`src/rtl/depth_grid_triangulator_macros.svh`:
```
// depth_grid_triangulator_macros.svh: assertion macros shared by the RTL modules.
// Depends on nothing; each asserting module includes it before its declaration.
`ifndef DEPTH_GRID_TRIANGULATOR_MACROS_SVH
`define DEPTH_GRID_TRIANGULATOR_MACROS_SVH

// A property that must hold at every clock edge outside reset.
`define DGT_ASSERT_ALWAYS(label, clk, rst, prop, msg) \
   label: assert property (@(posedge clk) disable iff (rst) (prop)) else $error(msg);

// A property whose consequent must hold in the cycle after its antecedent.
`define DGT_ASSERT_NEXT(label, clk, rst, ante, cons, msg) \
   label: assert property (@(posedge clk) disable iff (rst) (ante) |=> (cons)) \
      else $error(msg);

`endif

```
`src/rtl/dgt_pkg.sv`:
```
// dgt_pkg: types, constants and helpers of the depth grid triangulator.
// Used by every RTL module of the block; depends on nothing.
package dgt_pkg;

   // Field widths and fixed-point format.
   localparam int DEPTH_BITS     = 24;
   localparam int IDX_BITS       = 20;
   localparam int SIZE_BITS      = 11;
   localparam int RATIO_BITS     = 16;
   localparam int RATIO_FRAC     = 12;
   localparam int MAG_BITS       = DEPTH_BITS + 1;
   localparam int PROD_BITS      = MAG_BITS + RATIO_BITS;
   localparam int CSR_INDEX_BITS = 2;
   localparam int CSR_DATA_BITS  = 16;

   // Default geometry limits and register reset values.
   localparam int DEF_MAX_ROW_WIDTH = 1024;
   localparam int DEF_MAX_ROW_COUNT = 1024;
   localparam int MIN_SIZE          = 2;
   localparam int RESET_ROW_WIDTH   = 640;
   localparam int RESET_ROW_COUNT   = 480;
   localparam int RESET_BREAK_RATIO = 82;

   // Quad edges in the order the judge unit evaluates them.
   localparam int EDGE_COUNT = 4;
   localparam int E_D1X      = 0;
   localparam int E_D1Y      = 1;
   localparam int E_D2X      = 2;
   localparam int E_D2Y      = 3;

   // Triangle queue depth: room for two items of two triangles each.
   localparam int TRI_FIFO_DEPTH = 4;

   // Configuration register indexes.
   typedef enum logic [CSR_INDEX_BITS-1:0] {
      CSR_ROW_WIDTH   = 2'd0,
      CSR_ROW_COUNT   = 2'd1,
      CSR_BREAK_RATIO = 2'd2
   } csr_index_type;

   typedef logic signed [DEPTH_BITS-1:0] depth_type;
   typedef logic [IDX_BITS-1:0]          index_type;
   typedef logic [MAG_BITS-1:0]          mag_type;
   typedef logic [PROD_BITS-1:0]         prod_type;

   // Input item.
   typedef struct packed {
      depth_type depth;
      logic      depth_valid;
   } req_item_type;

   // Result item: one triangle.
   typedef struct packed {
      index_type vertex_a;
      index_type vertex_b;
      index_type vertex_c;
      logic      last_of_quad;
   } rsp_item_type;

   // Raster indices of the four quad corners.
   typedef struct packed {
      index_type v11;
      index_type v12;
      index_type v21;
      index_type v22;
   } quad_vtx_type;

   // What the pixel front end hands to the judge unit with each item.
   typedef struct packed {
      logic         quad;
      depth_type    z21;
      depth_type    z22;
      quad_vtx_type vtx;
   } quad_ctl_type;

   // Magnitude of a two's-complement value one bit wider than a depth.
   function automatic mag_type abs_mag(input mag_type v);
      abs_mag = v[MAG_BITS-1] ? (~v + 1'b1) : v;
   endfunction

endpackage

```
`src/rtl/dgt_tri_fifo.sv`:
```
// dgt_tri_fifo: small triangle queue that takes up to two triangles per cycle.
// Depends on dgt_pkg and the assertion macros header.
`include "depth_grid_triangulator_macros.svh"

module dgt_tri_fifo
   import dgt_pkg::*;
(
   input  logic         clock,
   input  logic         reset,
   input  logic [1:0]   push_count,
   input  rsp_item_type push_tri0,
   input  rsp_item_type push_tri1,
   output logic         room,
   output logic         rsp_valid,
   input  logic         rsp_ready,
   output rsp_item_type rsp_data
);

   localparam int PTR_W = $clog2(TRI_FIFO_DEPTH);
   localparam int CNT_W = $clog2(TRI_FIFO_DEPTH + 1);

   rsp_item_type     entry_ff [TRI_FIFO_DEPTH];
   logic [PTR_W-1:0] wr_ptr_ff, wr_ptr_in;
   logic [PTR_W-1:0] rd_ptr_ff, rd_ptr_in;
   logic [CNT_W-1:0] cnt_ff, cnt_in;
   logic [CNT_W-1:0] after_pop;
   logic             pop;

   // Head of the queue drives the result channel.
   assign rsp_valid = (cnt_ff != '0);
   assign rsp_data  = entry_ff[rd_ptr_ff];
   assign pop       = rsp_valid && rsp_ready;

   // The pipe may move when two slots are free once this cycle's pop is counted.
   assign after_pop = cnt_ff - CNT_W'(pop);
   assign room      = (after_pop <= CNT_W'(TRI_FIFO_DEPTH - 2));

   always_comb begin
      cnt_in    = after_pop + CNT_W'(push_count);
      wr_ptr_in = wr_ptr_ff + PTR_W'(push_count);
      rd_ptr_in = rd_ptr_ff + PTR_W'(pop);
   end

   always_ff @(posedge clock) begin
      if (reset) begin
         cnt_ff    <= '0;
         wr_ptr_ff <= '0;
         rd_ptr_ff <= '0;
      end else begin
         cnt_ff    <= cnt_in;
         wr_ptr_ff <= wr_ptr_in;
         rd_ptr_ff <= rd_ptr_in;
      end
   end

   // Storage writes at the tail, the second triangle one slot behind the first.
   always_ff @(posedge clock) begin
      if (push_count != 2'd0) begin
         entry_ff[wr_ptr_ff] <= push_tri0;
      end
      if (push_count == 2'd2) begin
         entry_ff[wr_ptr_ff + PTR_W'(1)] <= push_tri1;
      end
   end

   // Pushes are gated by the room flag, so the fill level stays within the depth.
   `DGT_ASSERT_ALWAYS(a_fifo_bound, clock, reset, cnt_ff <= CNT_W'(TRI_FIFO_DEPTH), "triangle queue overflow")

endmodule

```
`config.mk`:
```
export PLATFORM = sky130hd
export DESIGN_NAME = dgt_tri_fifo
export DESIGN_NICKNAME = d
export VERILOG_FILES = /design/src/rtl/dgt_pkg.sv /design/src/rtl/dgt_tri_fifo.sv
export VERILOG_INCLUDE_DIRS = /design/src /design/src/rtl
export SDC_FILE = /design/constraint.sdc
export NUM_CORES = 1
export LEC_CHECK = 0
export BUFFER_PORTS_ARGS = -buffer_cell sky130_fd_sc_hd__buf_2
export CORE_ASPECT_RATIO = 1.25
export CORE_MARGIN = 5
export CORE_UTILIZATION = 55
export DETAILED_ROUTE_END_ITERATION = 7
export PLACE_DENSITY = 0.86
export SYNTH_ARGS = -nofsm -noshare
export SYNTH_HDL_FRONTEND = slang
export SYNTH_SLANG_ARGS = --single-unit
```
`constraint.sdc`:
```
create_clock -name clock -period 6.6 [get_ports clock]
set_input_delay 0.66 -clock clock [delete_from_list [all_inputs] [get_ports clock]]
set_output_delay 0.66 -clock clock [all_outputs]
set_load 0.1 [all_outputs]
```
# Yosys cells after proc, flatten, opt, wreduce, memory -nomap -nowiden
# Memories as Yosys holds them, arrays and structs flattened. A register that Yosys moved wholly into a read port is not among the register bits.
# Index checks and enable logic that the tools add are counted.
[op_classes]
order_cmp = 1
reduce_logical = 3
bitwise = 0
addsub = 5
n_eq_ne = 1
n_div = 0
multipliers = 0
muxes = 5
n_shift = 0
[op_table]
columns = ["operator", "count"]
rows = [
  ["1-bit 2-to-1 mux", 4],
  ["3-bit by 2-bit adder with 3-bit output", 1],
  ["3-bit by 2-bit <= comparator with 1-bit output, second input constant", 1],
  ["3-bit nonzero test", 1],
  ["3-bit by 1-bit subtractor with 3-bit output", 1],
  ["2-bit by 1-bit adder with 2-bit output", 1],
  ["2-bit by 1-bit adder with 2-bit output, second input constant", 1],
  ["2-bit adder", 1],
  ["2-bit equality test, second input constant", 1],
  ["2-bit 2-to-1 mux", 1],
  ["2-bit nonzero test", 1],
  ["1-bit logical AND", 1],
]
[word_totals]
ram_bits = 244
ff_bits = 7
memories = 1
input_bits = 127
latch_bits = 0
rom_bits = 0
[mem_list]
columns = ["name", "depth", "width", "read_ports", "rd_ports_with_merged_regs", "wr", "line", "source"]
rows = [
  ["entry_ff", 4, 61, 1, 1, 2, "dgt_tri_fifo.sv:22", "rsp_item_type entry_ff [TRI_FIFO_DEPTH];"],
]

# Logic depth before layout (Yosys ltp)
# Gate-level depths: netlist (run 1).
[logic_depth]
depth_word = 4
ltp_mapped = 8
mapped_depth_nobuf = 8

# Least setup slack after synthesis (run 1)
# OpenSTA, ideal clock, no wires.
[synth_timing]
kind = "in2reg"
start = "in push_count[1]"
end = "mem entry_ff[0][0] in the netlist's numbering, enable pin"
slack_ns = 0.850
stages = 3
n_path_buf = 1
arrival_time_ns = 5.185
setup_time_ns = 0.564
path_cell_list = "buf_2 > o21bai_1 > o21ai_0"
[synth_rtl]
columns = ["element", "line", "source"]
rows = [
  ["from (decl)", "dgt_tri_fifo.sv:10", "input logic [1:0] push_count,"],
  ["to (decl)", "dgt_tri_fifo.sv:22", ""],
]

==> qor.log, run 1 <==
qor: status.outcome completed
qor: place.place.detailed.hpwl 15600 um
qor: clocking.cts_resized 0
qor: power.power 5.56 mW
qor: critical_path.timing.critical_path.to_type output port
qor: sta.fmax_achieved 277 MHz
qor: global_route.grt_antenna_before_repair 5
qor: floorplan.placeable_core_region 21600 um^2
qor: clocking.root_buffer sky130_fd_sc_hd__clkbuf_16
qor: global_route.track_usage 20.7%
qor: global_route.global_route_wire_length_before_repair 40400 um
qor: drt.wirelength 26000 um
qor: synthesis.synth_largest_area_cell sky130_fd_sc_hd__edfxtp_1
qor: power.switchingPower 2.30 mW
qor: power.swShare 41.4%
qor: layout.fin_area 14100 um^2
qor: clocking.cts_tree done
qor: synthesis.ys.warnings.count 0
qor: clocking.cts_max_path_buffers 3
qor: critical_path.crit_required 5.94 ns
qor: power.cellInternalPower 3.26 mW
qor: synthesis.synth_most_common_cell sky130_fd_sc_hd__edfxtp_1
qor: layout.finish.utilization 65.2%
qor: floorplan.fp.dieArea 25200 um^2
qor: layout.synthToLayoutAreaGrowth 16.1%
qor: min_path.holdCritStartpoint reset
qor: sta.final_min_period_over_clock_period 54.6%
qor: power.p_leak 4.93 nW
qor: power.clock_power_share 23.9%
qor: sta.max_clock_skew 0.00598 ns
qor: global_route.gr-usage-met1 26.5%
qor: global_route.global_route.overflow_total 0
qor: floorplan.die_w 143 um
qor: power.power.share.combinational 38.7%
qor: synthesis.synth.top_cells.by_area sky130_fd_sc_hd__edfxtp_1 (60%), sky130_fd_sc_hd__mux2_2 (22%), sky130_fd_sc_hd__mux4_2 (11%)
qor: critical_path.rr_startpoint wr_ptr_ff[1]
qor: power.power.density_cell_area 394 nW/um^2
qor: critical_path.crit_path_max_cell_delay 0.73 ns
qor: global_route.grt_max_degree 63
qor: clocking.cts.clk_slew.worst_paths 0.06 ns
qor: clocking.cts_max_level 1
qor: sta.worst-slew-pin-transition 1.07 ns
qor: drt.drtIter0Drc 328
qor: sta.period_minus_slack 3.60 ns
qor: critical_path.reg2regPathDepth 4
qor: global_route.vias_in_the_first_global_route 7344
qor: layout.drive_above_1_share 65.0%
qor: floorplan.ioPinCount 190
qor: synthesis.postSynth.topFlopCell sky130_fd_sc_hd__edfxtp_1
qor: drt.num_vias 6639
qor: critical_path.rr_endpoint entry_ff[2][23]
qor: place.placed_area 13300 um^2
qor: clocking.insertion_delay 0.50 ns
qor: floorplan.floorplan.rows 60
qor: synthesis.synth-seq-cells 251
qor: drt.wl_per_cell 23.3 um
qor: synthesis.seq_area_frac_synth 61.5%
qor: synthesis.syn_area_per_cell 19.2 um^2
qor: synthesis.synth_edf_count 244
qor: drt.route.antenna.remaining_nets 0
qor: min_path.worst_hold_path_type in -> reg
qor: min_path.worstHoldPathCells 2
qor: synthesis.netlist_area 12200 um^2
qor: sta.final-setup-viol-count 0
qor: synthesis.synthDistinctLibCells 27
qor: clocking.cts_buffers 25
qor: clocking.post_cts_buffers 0
qor: global_route.busiest_layer met2
qor: place.post-place-cells 1070
qor: floorplan.floorplan.initialDensity 56.2%
qor: synthesis.postSynth.asyncResetShare 0%
qor: critical_path.worst_path_max_delay_cell sky130_fd_sc_hd__dfxtp_4
qor: synthesis.synth.net_count 767
qor: sta.rsz0062_at_grt false
qor: floorplan.die_h 176 um
qor: critical_path.worst_r2r_setup_slack 3.51 ns
qor: critical_path.cp_cell_sequence buf_4, mux4_2, buf_2
qor: min_path.min_delay_worst_endpoint rd_ptr_ff[0]
qor: place.place.gp.congestion 0.755
qor: drt.drt_pass1_iterations 4
qor: critical_path.setup.worst_path.start_class flip-flop
qor: power.power.sequential.fraction 37.4%
qor: synthesis.netlist.area_leader.share 60.3%
qor: drt.post_drt_via_cell_ratio 5.94
qor: layout.finalNonFillerCells 1117
qor: drt.detail_route.drc_violations 0
qor: job.max_cap_viol_count 0
qor: clocking.cts_hold_buf 0
qor: clocking.cts.sink_count 251
qor: layout.nNetsFinal 951
qor: synthesis.ys_top_cells_by_count sky130_fd_sc_hd__edfxtp_1 (244), sky130_fd_sc_hd__mux2_2 (240), sky130_fd_sc_hd__mux4_2 (61)
qor: sta.final_max_slew_viols 0
qor: global_route.globalRouteMet2Util 37.0%
qor: sta.hold_viol_final 0
qor: critical_path.critPathMaxFanout 36
qor: power.peakVddDrop 0.573 mV
qor: global_route.met3_usage 3.39%
qor: sta.worst_slew_margin_rel 28.2%
qor: critical_path.critPathKind reg -> out
qor: critical_path.critPathArrivalTime 2.94 ns
qor: sta.fin_tns_setup 0 ns
qor: synthesis.syn_inst 634
qor: place.buffers_on_ports 189
-- flip-flops by register name, summed over array words and instances (netlist names) --
signal / flops
entry_ff: 244
cnt_ff: 3
wr_ptr_ff: 2
rd_ptr_ff: 2
-- through the flow --
stage          hold WS, ns  setup slack, ns
2_1_floorplan        0.557            0.850
3_3_place_gp         0.663             3.11
3_5_place_dp         0.703             3.08
4_1_cts              0.402             2.88
5_1_grt              0.433             2.76
6_report             0.423             3.00
-- power groups by stage --
stage,sequential [mW],combinational [mW],clock (mW)
after floorplan,2.04,1.89,0
after global placement,2.11,2.16,0
after detailed placement,2.12,2.17,0
after CTS,2.09,2.18,1.35
after global routing,2.10,2.24,1.43
final,2.08,2.15,1.33
-- routing by layer --
layer / up-vias / wire (um)
li1: 2978 / -
met1: 3431 / 10200
met2: 181 / 13900
met3: 43 / 1500
met4: 6 / 450
met5: - / 28
-- area by class of cell --
type                       instances  area (um^2)
clock inverter                     9         65.1
clock buffer                      34          689
multi-input combinational        336         4470
timing repair buffer             199         1020
inverter                           5         18.8
antenna                            4         10.0
sequential                       251         7470
tap                              279          349
fill                            1531         7520
-- worst max path at each step --
stage / startpoint / end / slack [ns] / cells after the start
2_1_floorplan: push_count[1] / entry_ff[0][0] / 0.85 / 3
3_3_place_gp: push_count[1] / entry_ff[2][28] / 3.11 / 5
3_5_place_dp: push_count[1] / entry_ff[2][27] / 3.08 / 5
4_1_cts: rd_ptr_ff[0] / rsp_data[39] / 2.88 / 3
5_1_grt: rd_ptr_ff[0] / rsp_data[60] / 2.76 / 3
6_report: rd_ptr_ff[0] / rsp_data[39] / 3.00 / 3
-- layout by cell type, fill, tap and decap left out --
cell | synthesis | layout
sky130_fd_sc_hd__nor2_1 | 5 | 3
sky130_fd_sc_hd__mux2_2 | 240 | 240
sky130_fd_sc_hd__clkbuf_8 | 0 | 3
sky130_fd_sc_hd__fa_1 | 1 | 1
sky130_fd_sc_hd__dfxtp_4 | 0 | 2
sky130_fd_sc_hd__ha_1 | 5 | 5
sky130_fd_sc_hd__xnor3_1 | 1 | 1
sky130_fd_sc_hd__nor4bb_4 | 0 | 2
sky130_fd_sc_hd__clkbuf_16 | 0 | 25
sky130_fd_sc_hd__buf_4 | 6 | 10
sky130_fd_sc_hd__mux2_1 | 5 | 5
sky130_fd_sc_hd__o21bai_4 | 0 | 1
sky130_fd_sc_hd__bufinv_16 | 0 | 1
sky130_fd_sc_hd__xnor2_1 | 1 | 1
sky130_fd_sc_hd__buf_2 | 21 | 189
sky130_fd_sc_hd__edfxtp_1 | 244 | 244
sky130_fd_sc_hd__nand4b_1 | 1 | 1
sky130_fd_sc_hd__o21ai_4 | 0 | 1
sky130_fd_sc_hd__diode_2 | 0 | 4
sky130_fd_sc_hd__nor2_4 | 0 | 2
sky130_fd_sc_hd__xor2_1 | 1 | 1
sky130_fd_sc_hd__mux4_2 | 61 | 61
sky130_fd_sc_hd__dfxtp_1 | 7 | 5
sky130_fd_sc_hd__o21bai_1 | 2 | 1
sky130_fd_sc_hd__inv_1 | 5 | 5
sky130_fd_sc_hd__nor4b_4 | 1 | 1
sky130_fd_sc_hd__clkinv_2 | 0 | 4
sky130_fd_sc_hd__mux2i_1 | 1 | 1
sky130_fd_sc_hd__or3_1 | 1 | 1
sky130_fd_sc_hd__clkinv_1 | 0 | 4
sky130_fd_sc_hd__and2_1 | 1 | 1
sky130_fd_sc_hd__nor2b_1 | 5 | 5
sky130_fd_sc_hd__clkbuf_1 | 7 | 6
sky130_fd_sc_hd__a21oi_1 | 1 | 1
-- kinds of logic (layout without fill, tap and decap cells) --
| group | count (synthesis) | in the layout | synth area share [%] |
|---|---|---|---|
| buf+inv | 47 | 247 | 2.29 |
| other cells | 0 | 4 | 0 |
| fa+ha+maj | 6 | 6 | 0.680 |
| mux | 307 | 307 | 34.1 |
| xor+xnor | 3 | 3 | 0.330 |
| flops | 251 | 251 | 61.5 |
| compound gates | 4 | 4 | 0.206 |
| simple gates | 16 | 16 | 0.947 |
-- critical path: cells and delay by family (launching register included) --
kind	cells	cell delay, ns
multiplexers	1	0.63
buffers and inverters	2	1.02
flip-flops	1	0.73
Note: power is estimated with default switching activity, not from simulation.
==> run 2: changes to the inputs <==
- CORE_UTILIZATION: 55 -> 52
- PLACE_DENSITY: 0.86 -> 0.85
- clock period: 6.6 -> 3.23 ns (I/O delays scaled with it)
==> run 2 against run 1 <==
Sequential share of layout area down 0.55 points. Cell count rose by 1.2%. Register-to-register slack worse by 2.7 ns. Core utilization is 3.4 points lower. Total power grew 110%. Via count grew 0.62%. Combinational power grew 110%. Hold slack got worse by 0.33 ns. Wire length rose by 2.1%. Critical path depth is 4 higher. Clock power rose by 110%. Largest power group unchanged.
==> qor.log, run 2 (same netlist as run 1, synthesis figures left out) <==
qor: global_route.grt_antenna_before_repair 9
qor: drt.drtIter0Drc 392
qor: layout.finalNonFillerCells 1130
qor: clocking.cts_buffers 25
qor: layout.drive_above_1_share 65.2%
qor: drt.num_vias 6680
qor: drt.wl_per_cell 23.5 um
qor: sta.final_min_period_over_clock_period 86.4%
qor: global_route.vias_in_the_first_global_route 7569
qor: floorplan.floorplan.rows 62
qor: sta.final_max_slew_viols 0
qor: clocking.cts_max_path_buffers 3
qor: floorplan.fp.dieArea 26500 um^2
qor: sta.fmax_achieved 358 MHz
qor: sta.worst_slew_margin_rel 53.5%
qor: layout.layout.cells.most_common_list sky130_fd_sc_hd__edfxtp_1 (244), sky130_fd_sc_hd__mux2_2 (240), sky130_fd_sc_hd__buf_2 (189)
qor: clocking.cts_max_level 1
qor: global_route.grt_max_degree 62
qor: drt.wirelength 26600 um
qor: clocking.cts.clk_slew.worst_paths 0.05 ns
qor: sta.period_minus_slack 2.79 ns
qor: clocking.insertion_delay 0.50 ns
qor: status.outcome completed
qor: clocking.cts.sink_count 251
qor: floorplan.placeable_core_region 23000 um^2
qor: floorplan.die_w 147 um
qor: place.place.gp.congestion 0.764
qor: critical_path.reg2regPathDepth 3
qor: drt.post_drt_via_cell_ratio 5.91
qor: sta.rsz0062_at_grt false
qor: global_route.global_route.overflow_total 0
qor: critical_path.crit_required 2.91 ns
qor: sta.fin_tns_setup 0 ns
qor: clocking.root_buffer sky130_fd_sc_hd__clkbuf_16
qor: critical_path.setup.worst_path.start_class flip-flop
qor: place.place.detailed.hpwl 16600 um
qor: layout.top_register entry_ff
qor: critical_path.timing.critical_path.to_type output port
qor: drt.route.antenna.remaining_nets 0
qor: layout.synthToLayoutAreaGrowth 17.3%
qor: job.max_cap_viol_count 0
qor: layout.final_common_cell sky130_fd_sc_hd__edfxtp_1
qor: clocking.cts_hold_buf 0
qor: critical_path.critPathMaxFanout 2
qor: clocking.cts_resized 0
qor: drt.drt_pass1_iterations 4
qor: floorplan.floorplan.initialDensity 52.7%
qor: place.post-place-cells 1085
qor: layout.top_regs entry_ff: 244 flops, cnt_ff: 3 flops
qor: place.buffers_on_ports 189
qor: min_path.worstHoldPathCells 2
qor: power.p_leak 4.99 nW
qor: layout.largest_register_ffs 244
qor: floorplan.die_h 181 um
qor: global_route.global_route_wire_length_before_repair 41700 um
qor: sta.hold_viol_final 0
qor: clocking.cts_tree done
qor: global_route.track_usage 19.9%
qor: clocking.post_cts_buffers 0
qor: power.power 11.5 mW
qor: sta.max_clock_skew 0.00569 ns
qor: critical_path.critPathArrivalTime 2.47 ns
qor: drt.detail_route.drc_violations 0
qor: min_path.worst_hold_path_type in -> reg
qor: power.power.density_cell_area 807 nW/um^2
qor: floorplan.ioPinCount 190
qor: critical_path.critPathKind reg -> out
qor: power.peakVddDrop 1.10 mV
qor: layout.nNetsFinal 957
qor: sta.worst-slew-pin-transition 0.694 ns
qor: sta.final-setup-viol-count 0
## run 2: stage by stage
stage	hold slack [ns]	area (um^2)	setup WS (ns)	util, %
after floorplan	0.395	12200	-0.372	-
after global placement	0.591	13500	0.925	58.5
after detailed placement	0.600	13500	0.866	58.5
after CTS	0.0714	14200	0.414	61.8
after global routing	0.0909	14200	0.327	61.8
final	0.0937	14200	0.438	61.8
## run 2: final timing paths
kind	from	endpoint	slack, ns
worst min register to register	cnt_ff[2]	cnt_ff[2]	0.69
worst max-delay path	cnt_ff[2]	room	0.44
worst max register to register	wr_ptr_ff[1]	entry_ff[0][27]	0.84
worst min-delay path	reset	rd_ptr_ff[1]	0.09
## run 2: per-layer routing
layer / vias up / global-route usage, % / part of all wire, %
met4: 10 / 4.97 / 1.8
met5: - / 0 / 0.18
met3: 43 / 3.88 / 6.0
met2: 197 / 35.5 / 53
met1: 3448 / 25.1 / 39
li1: 2982 / - / -
## run 2: power breakdown
| group | switching, mW | internal [mW] |
|---|---|---|
| Combinational | 3.46 | 1.14 |
| Clock | 1.13 | 1.64 |
| Sequential | 0.127 | 4.01 |
## run 2: layout make-up
type                    instances  area, um^2
multi-input cells             336        4480
repair buffers                205        1140
diodes                          4        10.0
inverters                       5        18.8
clock inverters                11         123
flip-flops and latches        251        7470
well taps                     288         360
clock buffers                  30         644
fillers                      1686        8790
## run 2: worst max-delay path, stage by stage (launching register included)
cell                      delay (ns)
sky130_fd_sc_hd__dfxtp_1        0.31
sky130_fd_sc_hd__or3_1          0.39
sky130_fd_sc_hd__and2_1         0.19
sky130_fd_sc_hd__ha_1           0.18
sky130_fd_sc_hd__ha_1           0.18
sky130_fd_sc_hd__xor2_1         0.17
sky130_fd_sc_hd__a21oi_2        0.11
sky130_fd_sc_hd__buf_2          0.43
